==> config.mk <==
export PLATFORM = sky130hd
export DESIGN_NAME = gelu_div
export DESIGN_NICKNAME = d
export VERILOG_FILES = /design/src/rtl/core/gelu_pkg.sv /design/src/rtl/core/gelu_div.sv
export SDC_FILE = /design/constraint.sdc
export NUM_CORES = 2
export LEC_CHECK = 0
export ABC_CLOCK_PERIOD_IN_PS = 10260
export BUFFER_PORTS_ARGS = -buffer_cell sky130_fd_sc_hd__buf_4
export CORE_ASPECT_RATIO = 1.25
export CORE_MARGIN = 3
export CORE_UTILIZATION = 55
export CTS_CLUSTER_SIZE = 8
export DETAILED_ROUTE_END_ITERATION = 8
export GPL_TIMING_DRIVEN = 0
export PLACE_DENSITY = 0.71
export REMOVE_ABC_BUFFERS = 1
export SLEW_MARGIN = 15
export SYNTH_ARGS = -nofsm -noshare
export SYNTH_HDL_FRONTEND = slang
export SYNTH_SLANG_ARGS = --single-unit
export TNS_END_PERCENT = 10
==> constraint.sdc <==
create_clock -name clk -period 10.26 [get_ports clk]
set_input_delay 2.565 -clock clk [delete_from_list [all_inputs] [get_ports clk]]
set_output_delay 2.565 -clock clk [all_outputs]
set_load 0.02 [all_outputs]
==> src/rtl/core/gelu_pkg.sv <==
// Shared constants, widths and types for the GELU (tanh form) datapath.
package gelu_pkg;

  // Sample format
  localparam int FRAC_BITS = 12;
  localparam int X_W       = 16;

  // Q24 front end: p = |x| scaled to 24 fraction bits
  localparam int Q24_FRAC = 24;
  localparam int P_SHIFT  = Q24_FRAC - FRAC_BITS;
  localparam int MAG_W    = X_W + 1;
  localparam logic [31:0] ABS_CAP = 32'(6) << FRAC_BITS;

  localparam int P_W    = 27;  // p    <= 6.0 in Q24
  localparam int SQ_W   = 30;  // x^2  <= 36  in Q24
  localparam int CUBE_W = 32;  // x^3  <= 216 in Q24
  localparam int V_W    = 29;
  localparam int U_W    = 28;
  localparam int M_W    = 35;  // 2u in Q30
  localparam int M_SHIFT = 7;
  localparam int K_W    = 6;   // ln2 multiples in 2u, at most 36

  localparam logic [31:0] CUBE_COEF = 32'd192049463;   // 0.044715 in Q32
  localparam logic [31:0] SQRT_2_PI = 32'd3426888095;  // sqrt(2/pi) in Q32

  // Q30 tanh section
  localparam int Q30_FRAC = 30;
  localparam int R_W      = 30;
  localparam int Q_W      = 31;
  localparam logic [R_W-1:0] LN2_Q30 = 30'd744261118;
  localparam logic [Q_W-1:0] Q30_ONE = 31'd1073741824;

  // k estimate: floor(m * LN2_RECIP / 2^RECIP_SHIFT) is k or k-1
  localparam int RECIP_SHIFT = 40;
  localparam int RECIP_W     = 11;
  localparam logic [RECIP_W-1:0] LN2_RECIP =
    RECIP_W'((64'd1 << RECIP_SHIFT) / 64'(LN2_Q30));
  localparam int KEST_SHIFT = RECIP_SHIFT - M_SHIFT;

  localparam int EXP_TERMS = 12;

  // tanh quotient divider
  localparam int NUM_W      = 61;
  localparam int DEN_W      = 32;
  localparam int DIV_Q_W    = 31;
  localparam int DIV_BPS    = 2;
  localparam int DIV_STAGES = (DIV_Q_W + DIV_BPS - 1) / DIV_BPS;

  // Register stages from accepting edge to result strobe
  localparam int FRONT_STAGES = 9;
  localparam int PIPE_DEPTH   = FRONT_STAGES + 2 * EXP_TERMS + 1 + DIV_STAGES + 2;

  typedef logic signed [X_W-1:0] x_t;

  typedef struct packed {
    x_t             x;
    logic [K_W-1:0] k;
  } exp_side_t;

endpackage

==> src/rtl/core/gelu_div.sv <==
// Pipelined restoring divider for the tanh quotient, DIV_BPS bits per stage.
module gelu_div
  import gelu_pkg::*;
(
  input  logic               clk,
  input  logic               rst_n,
  input  logic               in_vld,
  input  logic [NUM_W-1:0]   in_num,
  input  logic [DEN_W-1:0]   in_den,
  input  x_t                 in_x,
  output logic               out_vld,
  output logic [DIV_Q_W-1:0] out_quo,
  output x_t                 out_x
);

  logic               vld_r [DIV_STAGES];
  logic [DEN_W-1:0]   rem_r [DIV_STAGES];
  logic [DEN_W-1:0]   den_r [DIV_STAGES];
  logic [DIV_Q_W-1:0] lo_r  [DIV_STAGES];
  logic [DIV_Q_W-1:0] quo_r [DIV_STAGES];
  x_t                 x_r   [DIV_STAGES];

  for (genvar s = 0; s < DIV_STAGES; s++) begin : g_stage
    logic               vld_cur;
    logic [DEN_W-1:0]   rem_cur;
    logic [DEN_W-1:0]   den_cur;
    logic [DIV_Q_W-1:0] lo_cur;
    logic [DIV_Q_W-1:0] quo_cur;
    x_t                 x_cur;
    logic [DEN_W-1:0]   rem_nxt;
    logic [DIV_Q_W-1:0] lo_nxt;
    logic [DIV_Q_W-1:0] quo_nxt;

    if (s == 0) begin : g_head
      // top dividend bits are already below the divisor (den >= 2^30)
      assign vld_cur = in_vld;
      assign rem_cur = DEN_W'(in_num[NUM_W-1:DIV_Q_W]);
      assign lo_cur  = in_num[DIV_Q_W-1:0];
      assign quo_cur = '0;
      assign den_cur = in_den;
      assign x_cur   = in_x;
    end else begin : g_body
      assign vld_cur = vld_r[s-1];
      assign rem_cur = rem_r[s-1];
      assign lo_cur  = lo_r[s-1];
      assign quo_cur = quo_r[s-1];
      assign den_cur = den_r[s-1];
      assign x_cur   = x_r[s-1];
    end

    always_comb begin
      rem_nxt = rem_cur;
      lo_nxt  = lo_cur;
      quo_nxt = quo_cur;
      for (int b = 0; b < DIV_BPS; b++) begin
        if (s * DIV_BPS + b < DIV_Q_W) begin
          rem_nxt = {rem_nxt[DEN_W-2:0], lo_nxt[DIV_Q_W-1]};
          lo_nxt  = {lo_nxt[DIV_Q_W-2:0], 1'b0};
          if (rem_nxt >= den_cur) begin
            rem_nxt = rem_nxt - den_cur;
            quo_nxt = {quo_nxt[DIV_Q_W-2:0], 1'b1};
          end else begin
            quo_nxt = {quo_nxt[DIV_Q_W-2:0], 1'b0};
          end
        end
      end
    end

    always_ff @(posedge clk) begin
      if (!rst_n) begin
        vld_r[s] <= 1'b0;
      end else begin
        vld_r[s] <= vld_cur;
      end
    end

    always_ff @(posedge clk) begin
      rem_r[s] <= rem_nxt;
      lo_r[s]  <= lo_nxt;
      quo_r[s] <= quo_nxt;
      den_r[s] <= den_cur;
      x_r[s]   <= x_cur;
    end
  end

  assign out_vld = vld_r[DIV_STAGES-1];
  assign out_quo = quo_r[DIV_STAGES-1];
  assign out_x   = x_r[DIV_STAGES-1];

endmodule
==> results by group <==
Global route
  – Remaining Overflow, GRT: 0
  – Global-route usage over all layers: 27.17%
  – Vias in the first global route: 75,800
  – Initial antenna violation count: 3
  – First-pass GRT wire length: 384.4 mm
  – Largest net degree at the start of global routing: 52

Route
  – Routed Antenna Nets: 0
  – Drt pass-1 iters: 5
  – Final WL: 242.5 mm
  – Via/cell ratio: 5.807
  – Wirelength per Cell: 19.16 um
  – Vias: 73,480
  – First DRT Iteration DRCs: 3,729
  – DRC errors left: 0

Logic synthesis
  – Simple-gate share of the synthesized area: 11.62%
  – Multiplexer share of the synthesized area: 5.686%
  – Netlist cell types: 99
  – Seq/Total Area, Yosys: 36.93%
  – Largest family of logic cells by synthesized area: compound AO/OA/AOI/OAI gates
  – Area contributors post-synth: dfxtp_1, ha_1, mux2_2, a21oi_1, xnor2_1
  – Ys async rst share: 0%
  – Mapped cell area: 0.09285 mm2
  – Compound-Gate Fraction of Synth Area: 20.14%
  – Synth Register Bits: 1,713
  – Ys Warns: 0
  – Leading area contributor after synthesis: dfxtp_1
  – Number of synthesized flops with an enable pin: 0
  – Post-synth top area share: 36.93%
  – Synth Flop Type: dfxtp_1
  – Synth Area in Adders: 14.00%
  – Synth Area per Inst: 9.080 um2
  – Synth Area in XOR/XNOR: 7.555%
  – Post-synthesis cell count: 10,230

STA
  – Slew Limit Headroom: 9.103%
  – Setup violators final: 0
  – Skew final: 73.01 ps
  – Fin. max-slew vios: 0
  – Worst Tran Pin Value: 1346 ps
  – Final Hold Viols: 0
  – Final cycle utilization of the critical path: 90.00%
  – Max Freq: 108.3 MHz
  – Setup TNS: 0 ps
  – RSZ-0062 raised after global routing: false
  – Tmin final: 9234 ps

Die
  – Chip width: 373.5 um
  – Die ar.: 0.1738 mm2
  – Core region area: 0.1667 mm2
  – I/O pins: 160
  – Die Y: 465.4 um
  – Floorplan row count: 167
  – Initial Util: 55.69%

Clock tree
  – Root Driver: clkbuf_16
  – CTS resizes: 0
  – Hold-fix buffers, CTS: 0
  – CTS buffer count: 233
  – Clock Path Buffers: 3
  – Htree depth: 4
  – Clock transition at path regs: 50 ps
  – Worst-Skew Late Latency: 870 ps
  – Postcts setup bufs: 0
  – CTS tree: done
  – Clock sink total: 1,713

Job
  – Maxcap violations: 0

Hold path
  – Min-delay src: lo_r[0][108]
  – Hold path depth: 0
  – Hold crit path type: flip-flop to flip-flop
  – Hold Path Sink: lo_r[0][140]

Cells and area
  – Area growth syn-to-layout: 10.93%
  – Share of post-route cells with drive strength above 1: 9.612%
  – Fin nets: 11,570
  – Most frequent cells in the layout: dfxtp_1, ha_1, a21oi_1, inv_1, nand2_1
  – Commonest non-fill, non-tap cell in the layout: dfxtp_1
  – Post-route non-filler standard cell count: 12,650

Placed design
  – Buffers added on ports: 159
  – Placed Cells: 12,400
  – Routability cong.: 0.9610
  – Placed wire-length estimate: 192.7 mm

Critical path
  – Arrival @ worst endpoint: 9980 ps
  – Worst Path Max Fanout: 27
  – Critical R2R Launch: lo_r[0][239]
  – FF-to-FF End: rem_r[1][4]
  – Startpoint types: input port
  – Worst Reg2Reg Path Length in Cells: 30
  – Crit. Startpoint: in_den[12]
  – WP data required: 11,010 ps
  – Critical path type: input port to flip-flop
  – CP Capture Type: flip-flop
  – FF-to-FF setup slack: 1690 ps

Run status
  – Outcome: finished, final reports clean
[per-layer routing]
metal	up-vias	GRT usage, %	wire [um]
li1	36610	-	-
met1	34560	26.71	88680
met2	1647	53.11	128900
met3	664	3.299	8024
met4	0	17.73	16900
met5	-	0	0
[per-stage QoR]
stage,setup slack (ps),hold slack [ps],util (%),instance area [um2]
4_1_cts,1257,283.2,61.77,103000
3_3_place_gp,-4578,309.5,57.48,95850
6_report,1026,284.1,61.78,103000
2_1_floorplan,-169.2,309.6,-,91910
3_5_place_dp,305.4,312.1,58.01,96720
5_1_grt,929.0,280.8,61.78,103000
[worst max-delay path by stage]
stage / end
5_1_grt: rem_r[0][3]
4_1_cts: rem_r[0][30]
3_5_place_dp: rem_r[0][30]
3_3_place_gp: rem_r[1][20]
6_report: rem_r[0][30]
2_1_floorplan: rem_r[0][30]
[flip-flops by register name (all words and copies together) (netlist names)]
| name | cells |
|---|---|
| vld_r | 16 |
| quo_r | 271 |
| x_r | 256 |
| rem_r | 465 |
| lo_r | 225 |
| den_r | 480 |
[synth_stat cells, types with 18 or more instances]
cell,instances
o21ai_1,31
nand4_1,133
xnor2_1,498
dfxtp_1,1713
a31o_2,18
nand3_1,157
inv_1,744
a31oi_1,101
a21oi_1,957
a21o_1,498
nor3_1,121
ha_1,991
a41oi_1,19
xor2_1,303
and3_1,94
nand2b_1,119
o41ai_1,18
or3_1,31
o31ai_1,59
o21bai_1,119
o21a_1,131
and2_1,51
or2_2,31
o22ai_1,19
nor2_1,633
a211oi_1,66
buf_2,48
a2111oi_0,20
o31a_1,32
o211ai_1,37
a211o_1,24
o21ai_0,607
mux2_2,440
fa_1,30
nor2b_1,130
a21boi_0,24
nand2_1,684
a221o_1,19
and4_1,28
nor4_1,26
clkbuf_1,159
mux2i_1,25
[cell families (layout without fill, tap and decap cells)]
group                      after synthesis  in the layout
xor gates and xnor gates               801            801
and+or+nand+nor                       2284           2284
muxes                                  471            471
buffers and inverters                  977           1207
DFF                                   1713           1713
AOI/OAI and AO/OA                     2959           2959
other                                    0              1
adders and majority gates             1021           1021
[final cells by class]
| cell class | count | area (um2) |
|---|---|---|
| multi-input combinational | 7536 | 55010 |
| antenna | 1 | 2.502 |
| timing repair buffer | 200 | 1844 |
| fill | 14260 | 63740 |
| clock inverter | 16 | 419.2 |
| tap | 2197 | 2749 |
| sequential | 1713 | 34290 |
| inverter | 752 | 2823 |
| clock buffer | 239 | 5863 |
[worst max-delay path, stage by stage]
cell	delay [ps]
buf_4	90
inv_1	50
ha_1	360
nand3_1	120
or2_2	350
nor4_1	1100
o21ai_0	310
a21oi_1	430
o31ai_4	140
buf_6	180
buf_8	170
mux2_2	290
ha_1	370
nand4_1	160
nor2_1	520
a21boi_0	240
o31ai_1	180
a31oi_1	310
nor2_1	170
a21oi_1	280
o2111ai_1	210
a21oi_4	710
or4b_1	510
o211a_1	130
Power is left out: the tool's default activity adds up to more than one toggle a clock period on the data nets, which glitch-free logic cannot reach.
